<file path="src/design/rfbm_pkg.sv">
// Package for the redundant frame block merger.
// Holds sizes, action codes, the controller state type and the command and status structs; no dependencies.
package rfbm_pkg;
   localparam int MaxSources = 8;
   localparam int MaxBlocks = 2048;
   localparam int SrcW = $clog2(MaxSources);
   localparam int BlkW = $clog2(MaxBlocks);
   localparam int CntW = BlkW + 1;
   localparam int StoreDepth = MaxSources * MaxBlocks;
   localparam int StoreAw = SrcW + BlkW;
   localparam int PickW = SrcW + 2;

   typedef enum logic [1:0] {
      ACT_HEADER  = 2'd0,
      ACT_STATUS  = 2'd1,
      ACT_PROCESS = 2'd2,
      ACT_QUERY   = 2'd3
   } action_type;

   typedef enum logic [3:0] {
      ST_IDLE,
      ST_SCAN,
      ST_COUNT_RD,
      ST_COUNT_WAIT,
      ST_COUNT_ACC,
      ST_SORT,
      ST_MERGE_RD,
      ST_MERGE_WAIT,
      ST_MERGE_EVAL,
      ST_FILL,
      ST_QUERY_WAIT,
      ST_OUT
   } state_type;

   typedef struct packed {
      logic start;
      logic clear_cnt;
      logic count_acc;
      logic sort_step;
      logic merge_eval;
      logic fill_write;
      logic out_load;
      logic query_rd;
      logic query_load;
   } cmd_type;

   typedef struct packed {
      logic has_pref;
      logic any_usable;
      logic count_last;
      logic sort_done;
      logic merge_done;
      logic blk_last;
      logic zero_blocks;
   } status_type;
endpackage

</file>
<file path="src/design/rfbm_ctrl.sv">
// Controller state machine of the merger.
// Depends on rfbm_pkg; commands rfbm_datapath and runs the handshakes.
module rfbm_ctrl (
   input  logic                  clock,
   input  logic                  reset,
   input  logic                  req_valid,
   input  logic [1:0]            req_action,
   output logic                  req_stall,
   output logic                  rsp_valid,
   input  logic                  rsp_stall,
   output logic                  rsp_kind,
   output logic                  load_header,
   output logic                  load_status,
   output rfbm_pkg::cmd_type     cmd,
   input  rfbm_pkg::status_type  sts
);
   rfbm_pkg::state_type state_ff, state_in;
   logic valid_ff, valid_in, kind_ff, kind_in;
   logic accept;
   rfbm_pkg::action_type act;

   assign act = rfbm_pkg::action_type'(req_action);
   assign req_stall = state_ff != rfbm_pkg::ST_IDLE || valid_ff;
   assign accept = req_valid && !req_stall;
   assign load_header = accept && act == rfbm_pkg::ACT_HEADER;
   assign load_status = accept && act == rfbm_pkg::ACT_STATUS;
   assign rsp_valid = valid_ff;
   assign rsp_kind = kind_ff;

   always_comb begin
      state_in = state_ff;
      case (state_ff)
         rfbm_pkg::ST_IDLE: begin
            if (accept && act == rfbm_pkg::ACT_PROCESS) state_in = rfbm_pkg::ST_SCAN;
            else if (accept && act == rfbm_pkg::ACT_QUERY)
               state_in = rfbm_pkg::ST_QUERY_WAIT;
         end
         rfbm_pkg::ST_SCAN: begin
            if (sts.has_pref) state_in = sts.zero_blocks ? rfbm_pkg::ST_OUT : rfbm_pkg::ST_FILL;
            else if (!sts.any_usable)
               state_in = sts.zero_blocks ? rfbm_pkg::ST_OUT : rfbm_pkg::ST_FILL;
            else if (sts.zero_blocks) state_in = rfbm_pkg::ST_SORT;
            else state_in = rfbm_pkg::ST_COUNT_RD;
         end
         rfbm_pkg::ST_COUNT_RD: state_in = rfbm_pkg::ST_COUNT_WAIT;
         rfbm_pkg::ST_COUNT_WAIT: state_in = rfbm_pkg::ST_COUNT_ACC;
         rfbm_pkg::ST_COUNT_ACC:
            state_in = sts.count_last ? rfbm_pkg::ST_SORT : rfbm_pkg::ST_COUNT_RD;
         rfbm_pkg::ST_SORT: begin
            if (sts.sort_done)
               state_in = sts.zero_blocks ? rfbm_pkg::ST_OUT : rfbm_pkg::ST_MERGE_RD;
         end
         rfbm_pkg::ST_MERGE_RD: state_in = rfbm_pkg::ST_MERGE_WAIT;
         rfbm_pkg::ST_MERGE_WAIT: state_in = rfbm_pkg::ST_MERGE_EVAL;
         rfbm_pkg::ST_MERGE_EVAL: begin
            if (sts.merge_done && sts.blk_last) state_in = rfbm_pkg::ST_OUT;
            else state_in = rfbm_pkg::ST_MERGE_RD;
         end
         rfbm_pkg::ST_FILL: if (sts.blk_last) state_in = rfbm_pkg::ST_OUT;
         rfbm_pkg::ST_QUERY_WAIT: state_in = rfbm_pkg::ST_IDLE;
         rfbm_pkg::ST_OUT: state_in = rfbm_pkg::ST_IDLE;
         default: state_in = rfbm_pkg::ST_IDLE;
      endcase
   end

   always_comb begin
      cmd = '0;
      valid_in = valid_ff && rsp_stall;
      kind_in = kind_ff;
      case (state_ff)
         rfbm_pkg::ST_IDLE: begin
            if (accept && act == rfbm_pkg::ACT_PROCESS) cmd.start = 1'b1;
            if (accept && act == rfbm_pkg::ACT_QUERY) cmd.query_rd = 1'b1;
         end
         rfbm_pkg::ST_SCAN: cmd.clear_cnt = !sts.has_pref;
         rfbm_pkg::ST_COUNT_ACC: cmd.count_acc = 1'b1;
         rfbm_pkg::ST_SORT: cmd.sort_step = 1'b1;
         rfbm_pkg::ST_MERGE_EVAL: cmd.merge_eval = 1'b1;
         rfbm_pkg::ST_FILL: cmd.fill_write = 1'b1;
         rfbm_pkg::ST_QUERY_WAIT: begin
            cmd.query_load = 1'b1;
            valid_in = 1'b1;
            kind_in = 1'b1;
         end
         rfbm_pkg::ST_OUT: begin
            cmd.out_load = 1'b1;
            valid_in = 1'b1;
            kind_in = 1'b0;
         end
         default: cmd = '0;
      endcase
   end

   always_ff @(posedge clock) begin
      if (reset) begin
         state_ff <= rfbm_pkg::ST_IDLE;
         valid_ff <= 1'b0;
         kind_ff <= 1'b0;
      end else begin
         state_ff <= state_in;
         valid_ff <= valid_in;
         kind_ff <= kind_in;
      end
   end
endmodule

</file>
<file path="config.mk">
export PLATFORM = sky130hd
export DESIGN_NAME = rfbm_ctrl
export DESIGN_NICKNAME = d
export VERILOG_FILES = /design/src/design/rfbm_pkg.sv /design/src/design/rfbm_ctrl.sv
export SDC_FILE = /design/constraint.sdc
export NUM_CORES = 1
export LEC_CHECK = 0
export BUFFER_PORTS_ARGS = -buffer_cell sky130_fd_sc_hd__buf_2
export CAP_MARGIN = 20
export CORE_MARGIN = 2
export CORE_UTILIZATION = 41
export DETAILED_ROUTE_END_ITERATION = 16
export HOLD_SLACK_MARGIN = 0.12
export PLACE_DENSITY = 0.81
export SLEW_MARGIN = 5
export SYNTH_ARGS = -nofsm -noshare
export SYNTH_HDL_FRONTEND = slang
export SYNTH_SLANG_ARGS = --single-unit
</file>
<file path="constraint.sdc">
create_clock -name clock -period 1.2 [get_ports clock]
set_input_delay 0.3 -clock clock [delete_from_list [all_inputs] [get_ports clock]]
set_output_delay 0.3 -clock clock [all_outputs]
set_load 0.005 [all_outputs]
</file>
==> summary.md, run 1 <==
The area growth from synthesis to layout is 102%. The xor/xnor cell area share of the yosys netlist was 0.0137. The critical register-to-register path startpoint is state_ff[1]. For the static leakage, the log shows 0.637 nW.

The mux share of post-synthesis cell area was 0; the post-route antenna net violation count was 0. The worst setup slack after layout was -0.445 ns. The worst hold slack came out at 0.231 ns. Category of cells accounting for the largest share of critical-path delay: simple AND/OR/NAND/NOR gates. Averaged over all synthesized cells, the footprint is 7.54 sq um. The number of failing hold endpoints at the final stage is 0, and the final cycle utilization of the critical path is 1.37.

The root buffer cell chosen for the clock tree is sky130_fd_sc_hd__clkbuf_4. The number of failing setup endpoints in the final timing report is 17. After synthesis, the largest family of logic cells by area is simple AND/OR/NAND/NOR gates.

The die covers 0.00189 sq mm. The floorplan step defined a core boundary enclosing 0.00149 sq mm. The logs give 135 sq um for the sequential cell area and 0.00333 W for the total power draw. The tools report the relative max-transition margin as 0.815. The power density over the cells is 2570 mW/mm^2.

STA classifies the critical path endpoint as a primary output. Data on the critical path is required at its endpoint by 0.90 ns. The clock reaches the later pin of the worst-skew pair after 0.26 ns. Startpoint of the worst setup timing path: state_ff[3].

The wire length of the first global-routing pass was 3760 microns. The detailed-router iteration count before antenna repair came out at 4. The total routing resource utilization after global routing was 0.264.

The cell type of the slowest stage on the worst timing path was sky130_fd_sc_hd__dfxtp_4. In this run the deepest clock path goes through 2 buffers. The total number of yosys warnings is 0. The count of cells along the worst hold path is 2, and the top-level port count is 27. Summing all multi-input logic gate instances after layout gives 597 sq um. The checks that failed: negative setup slack.

The number of flip-flops and latches in the synthesized netlist is 6. The cell row count came out at 14. The fraction of the mapped netlist area in compound gates was 0.283; the adder-cell area share of the yosys netlist was 0.0391. Setup total negative slack on the finished layout was measured at -6.02 ns.

The run finished, with violations left. Synthesis produced 85 cells. Via count of the routed design: 933. The tool flagged a number of max-cap violations equal to 0. Across all register-to-register paths, the minimum setup slack is -0.33 ns. The combined buffer and inverter count along the critical path came out at 1. Setup repair after global routing could not meet its margin everywhere.

For the worst setup path, the data arrival time is 1.34 ns. The sequential share of the synthesized area came out at 0.188. The tools report the category of the worst setup path launch point as a flip-flop.

Post-layout minimum cycle time: 1.64 ns. The run gives 0 as the number of antenna violations at the first check in global routing. The run gives 0.871 as the core occupancy in the finished layout. The run gives 1440 uV as the largest vdd supply drop. The HPWL after detailed placement is 1560 microns. The routed design has 2600 microns of wire. Maximum number of pins on one net before global-route repair: 7.

For this run, design rule violations remaining after detail routing come to 0. The floorplan step set the die width to 43.5 microns. In this run the most critical hold path is launched from reset. The synthesized netlist contains 38 unique library cells.

The stage delay of the slowest cell on the critical path was 0.36 ns; the number of cells on the critical path was 4. The starting utilization of the core area was 0.430; the fraction of final layout cells sized beyond drive strength 1 was 0.671. The most common cell after layout, fill and taps aside is sky130_fd_sc_hd__buf_4.

The simple-gate area share of the yosys netlist works out to 0.373. The critical path is of the flip-flop to primary output type. For the placer congestion estimate, the log shows 0.811. TritonCTS built the clock tree. The synthesized area came out at 641 sq um. The destination of the worst register-to-register timing path was state_ff[3].

The critical-path maximum fanout is 5. Counting every sink on the clock net gives 6. The min-delay analysis places its worst path in the category input port to flip-flop. Counting every net in the synthesized netlist gives 100. The detail-routed via count per cell is 5.65, and the count of port buffers added during placement is 26. Counting cells, the worst reg-to-reg path comes to 6. The die is 43.5 microns tall. The repair_antennas step left the layout with diodes totalling 0.

For the number of buffers created by CTS, the log shows 3. Clock skew on the completed layout was measured at 0.00685 ns. For hold timing, the worst endpoint is rsp_kind.

The number of pins exceeding their max-slew limit in the final report is 0, and the average wire per cell in the routed design is 15.7 microns. Clock-pin slew was measured on the worst setup and hold paths at 0.06 ns. For this run, the post-layout net count is 166. The number of global-route vias before repair is 884. In the layout the commonest cells are sky130_fd_sc_hd__buf_4 (28), sky130_fd_sc_hd__buf_2 (26), sky130_fd_sc_hd__buf_6 (10). The highest clock frequency the design can meet is 608 MHz, and the count of filler cells inserted in the layout is 76. The transition at the pin with the smallest max-transition slack was 0.276 ns.

The first routing iteration left 24 violations. The critical path goes through nor4_4 > nand2_2 > nor3_1 > buf_2. The tools report the number of levels the H-tree was split into as 1.

After global routing the overflow that remains totals 0.
==> cell type report <==
class                   instances  share of cell area
multi-input cells              67               0.460
repair buffers                 66               0.382
well taps                      16              0.0154
inverters                       7              0.0203
clock buffers                   3              0.0174
flip-flops and latches          6               0.104
==> worst max path at each step <==
stage                  end
2_1_floorplan  state_ff[0]
3_3_place_gp   state_ff[3]
3_5_place_dp        cmd[1]
4_1_cts             cmd[1]
5_1_grt             cmd[8]
6_report            cmd[8]
==> timing repair <==
item | CTS | global route
hold buffers | 0 | 0
setup endpoints to repair | 17 | 18
buffers inserted | 14 | 8
pin swaps | 12 | 14
gates resized for setup | 19 | 27
cloned | 1 | 0
==> stage by stage <==
step | setup WS (ns) | std cells | area (sq um)
2_1_floorplan | -0.0826 | 85 | 674
3_3_place_gp | -0.231 | 142 | 922
3_5_place_dp | -0.300 | 142 | 922
4_1_cts | -0.472 | 160 | 1140
5_1_grt | -0.557 | 165 | 1300
6_report | -0.445 | 165 | 1300
==> cell families after synthesis <==
family          Yosys count
xor+xnor                  1
fa+ha+maj                 2
compound gates           24
simple gates             40
buf+inv                  12
flops                     6
==> per-layer routing <==
metal,part of all wire,global-route usage
met4,0.040,0.164
met1,0.37,0.297
met3,0.051,0.0417
met5,0,0
met2,0.54,0.463
==> cell usage after synthesis, drive strengths merged <==
library cell | number | area share
nor2 | 8 | 0.051
inv | 7 | 0.041
a21oi | 6 | 0.053
dfxtp | 6 | 0.19
nor3 | 6 | 0.047
buf | 5 | 0.063
nand2 | 5 | 0.033
nor2b | 5 | 0.049
nand2b | 4 | 0.039
nor3b | 4 | 0.047
o21ai | 3 | 0.023
a211oi | 2 | 0.023
a21o | 2 | 0.023
a31oi | 2 | 0.020
ha | 2 | 0.039
nor4 | 2 | 0.043
o311a | 2 | 0.031
o32a | 2 | 0.031
a21boi | 1 | 0.012
a221oi | 1 | 0.023
a311oi | 1 | 0.014
a32oi | 1 | 0.014
and2 | 1 | 0.0098
and2b | 1 | 0.012
nand3b | 1 | 0.012
o211a | 1 | 0.016
or2 | 1 | 0.0098
or2b | 1 | 0.012
or3 | 1 | 0.0098
xor2 | 1 | 0.014
==> power breakdown <==
| part | leakage, nW | total, W | switching (W) | internal [W] |
|---|---|---|---|---|
| registers | 0.0518 | 0.000415 | 0.000103 | 0.000311 |
| logic | 0.571 | 0.00270 | 0.00115 | 0.00155 |
| clock network | 0.0138 | 0.000210 | 0.0000956 | 0.000115 |
==> worst reg2reg max path, stage by stage, from the launching register on <==
cell	delay, ns
sky130_fd_sc_hd__dfxtp_4	0.36
sky130_fd_sc_hd__buf_6	0.11
sky130_fd_sc_hd__nand2b_4	0.15
sky130_fd_sc_hd__buf_6	0.11
sky130_fd_sc_hd__or3_4	0.36
sky130_fd_sc_hd__o311a_4	0.16
sky130_fd_sc_hd__a221oi_2	0.21
==> sequential cells by signal (all words and copies together) (netlist names) <==
name / count
state_ff: 4
rsp_valid: 1
rsp_kind: 1
No activity file was read; power rests on OpenSTA's default activity.
==> inputs of run 2 (changes only) <==
--- a/config.mk
+++ b/config.mk
@@ -7,11 +7,11 @@
 export LEC_CHECK = 0
 export BUFFER_PORTS_ARGS = -buffer_cell sky130_fd_sc_hd__buf_2
 export CAP_MARGIN = 20
-export CORE_MARGIN = 2
-export CORE_UTILIZATION = 41
+export CORE_UTILIZATION = 40
 export DETAILED_ROUTE_END_ITERATION = 16
+export GPL_TIMING_DRIVEN = 1
 export HOLD_SLACK_MARGIN = 0.12
-export PLACE_DENSITY = 0.81
+export PLACE_DENSITY = 0.79
 export SLEW_MARGIN = 5
 export SYNTH_ARGS = -nofsm -noshare
 export SYNTH_HDL_FRONTEND = slang
==> run 2 against run 1 <==
Against the previous run:
- critical path type unchanged
- critical endpoint is now cmd[6]
- the run still ends with negative setup slack left
- total power rose by 9.4%
- clock-buffer cell count unchanged
- via count is 10% higher
==> summary.md, run 2 (synthesized netlist as in run 1, its figures left out) <==
The run finished, with violations left. The run gives 337 microns (was 133 microns) as the met3 wirelength from detailed routing. The tools report the category of the worst setup path launch point as a flip-flop (unchanged). Detailed-router iteration count before antenna repair: 6 (was 4). The count of hold buffers inserted by post-cts repair is 0 (unchanged), and the fraction of final layout cells sized beyond drive strength 1 is 0.687 (was 0.671). The run gives 0.26 ns (about the same) as the latest clock arrival within the worst-skew pair. Register name with the most flops: state_ff (unchanged).

The run gives 1.39 ns (was 1.34 ns) as the worst path arrival time. Top metal layer carrying routed signals: met4 (unchanged). The antenna diode count was 0 (unchanged). For the clock tree skew after final layout, the log shows 0.00344 ns (was 0.00685 ns). TritonCTS built the clock tree. For the final routed wirelength across all metal layers, the log shows 3380 microns (was 2600 microns). The tools report the clock sink total as 6 (unchanged). The tools report the maximum clock path buffer count as 2 (unchanged).

The area enclosed by the die boundary was 0.00177 sq mm (was 0.00189 sq mm). Top library cells by usage in the layout, fill and taps aside: sky130_fd_sc_hd__buf_4 (28), sky130_fd_sc_hd__buf_2 (25), sky130_fd_sc_hd__buf_6 (13) (was sky130_fd_sc_hd__buf_4 (28), sky130_fd_sc_hd__buf_2 (26), sky130_fd_sc_hd__buf_6 (10)). Type of the setup path with the least slack: flip-flop to primary output (unchanged).

The power density over the cells came out at 2770 mW/mm^2 (was 2570 mW/mm^2). The x dimension of the die was 42.0 microns (was 43.5 microns). The tools report the placer congestion estimate as 0.824 (was 0.811). The post-detailed-route DRC marker count is 0 (unchanged). The flip-flop count of the largest register after layout came out at 4 (unchanged).

The number of failing setup endpoints in the final timing report was 16 (was 17); the critical-path maximum fanout was 3 (was 5). Detail-routed via count per cell: 6.18 (was 5.65). Register clock-pin slew on the reported worst setup and hold paths: 0.05 ns (was 0.06 ns).

For the total half-perimeter wirelength after legalization and detailed placement, the log shows 1560 microns (about the same). The number of pins exceeding their max-slew limit in the final report is 0 (unchanged), and the wire length of the first global-routing pass is 4930 microns (was 3760 microns). Setup repair after global routing could not meet its margin everywhere.

The count of port buffers added during placement was 26 (unchanged); the cell row count was 14 (unchanged). The tools report the remaining global-route overflow as 0 (unchanged). The run gives 0 (unchanged) as the number of antenna violations at the first check in global routing. The most common cell after layout, fill and taps aside is sky130_fd_sc_hd__buf_4 (unchanged). The number of buffers created by CTS was 3 (unchanged).

The met2 wire length was 1530 microns (was 1400 microns); the top-level port count was 27 (unchanged). The total routed wire length on the met1 layer was 1270 microns (was 963 microns). The logs give 0.90 ns (about the same) for the required time reported for the critical path endpoint and 0.789 (was 0.815) for the relative max-transition margin. The total negative slack is -6.26 ns (was -6.02 ns), and the number of design-rule violations left by the first detailed-router iteration is 35 (was 24).

The logs give 0.646 nW (was 0.637 nW) for the static leakage and 592 MHz (was 608 MHz) for the highest clock frequency the design can meet. Post-layout minimum cycle time: 1.69 ns (was 1.64 ns). The post-route antenna net violation count is 0 (unchanged). The height of the die works out to 42.0 microns (was 43.5 microns). The area of the core is 0.00151 sq mm (was 0.00149 sq mm), and the via count of the routed design is 1026 (was 933).

The largest vdd supply drop was 1760 uV (was 1440 uV). The tools report the number of failing hold endpoints at the final stage as 0 (unchanged). The starting utilization of the core area came out at 0.425 (was 0.430). The tools report the maximum number of pins on one net before global-route repair as 7 (unchanged).

The final cycle utilization of the critical path is 1.41 (was 1.37), and the total routing resource utilization after global routing is 0.369 (was 0.264). The number of global-route vias before repair is 1010 (was 884). Signed area change from the synthesized netlist to the final layout: 105% (was 102%). The endpoint kind of the worst setup timing path is a primary output (unchanged). The average wire per cell in the routed design is 20.3 microns (was 15.7 microns).

The number of maximum-capacitance constraint violations was 0 (unchanged). Violated checks: negative setup slack (unchanged). Layout net count: 167 (was 166).

The worst hold slack was 0.259 ns (was 0.231 ns); the transition at the pin with the smallest max-transition slack was 0.313 ns (was 0.276 ns). The class of the tightest hold or removal check is input port to flip-flop (unchanged). The run gives -0.488 ns (was -0.445 ns) as the worst setup slack after layout. For the number of levels the H-tree was split into, the log shows 1 (unchanged). The clock root buffer is sky130_fd_sc_hd__clkbuf_4 (unchanged).
-- run 2: worst paths after layout --
path	start	to	slack [ns]	depth (start not counted)
worst max-delay path	state_ff[3]	cmd[6]	-0.49	7
worst min-delay path	reset	rsp_valid	0.26	2
worst max register to register	state_ff[2]	state_ff[3]	-0.43	7
worst min register to register	rsp_kind	rsp_kind	0.52	2
-- run 2: stage by stage --
step                      instances  power (W)  area (sq um)  utilization  setup WS [ns]
after floorplan                  85    0.00150           674            -        -0.0826
after global placement          147    0.00212           972        0.645         -0.222
after detailed placement        147    0.00218           972        0.645         -0.281
after CTS                       163    0.00306          1220        0.812         -0.458
after global routing            166    0.00379          1310        0.872         -0.534
final                           166    0.00364          1310        0.872         -0.488
-- run 2: report_power, final --
part           switching [W]  internal [W]
combinational        0.00138       0.00164
clock              0.0000894      0.000114
sequential          0.000117      0.000306
total                0.00159       0.00206
-- run 2: final cells by class --
| class | count | area [sq um] |
|---|---|---|
| tap | 16 | 20.0 |
| fill | 72 | 193 |
| multi-input combinational | 67 | 611 |
| clock buffer | 3 | 22.5 |
| inverter | 7 | 26.3 |
| timing repair buffer | 67 | 502 |
| sequential | 6 | 133 |
-- run 2: critical path, stage by stage (launching register included) --
cell and delay [ns]:
sky130_fd_sc_hd__dfxtp_4 0.36, sky130_fd_sc_hd__buf_4 0.14, sky130_fd_sc_hd__buf_4 0.14, sky130_fd_sc_hd__nor2_4 0.10, sky130_fd_sc_hd__nand2_2 0.08, sky130_fd_sc_hd__buf_4 0.14
sky130_fd_sc_hd__nor2_1 0.07, sky130_fd_sc_hd__buf_2 0.11
-- run 2: routing by layer --
layer | GRT usage | vias up
li1 | - | 439
met1 | 0.449 | 471
met2 | 0.619 | 86
met3 | 0.0647 | 30
met4 | 0.194 | 0
met5 | 0 | -
-- run 2: timing repair --
item / 4_1_cts / 5_1_grt
gates resized for setup: 33 / 12
buffers inserted: 13 / 5
endpoints found under the setup margin: 16 / 18
pin swaps: 8 / 13
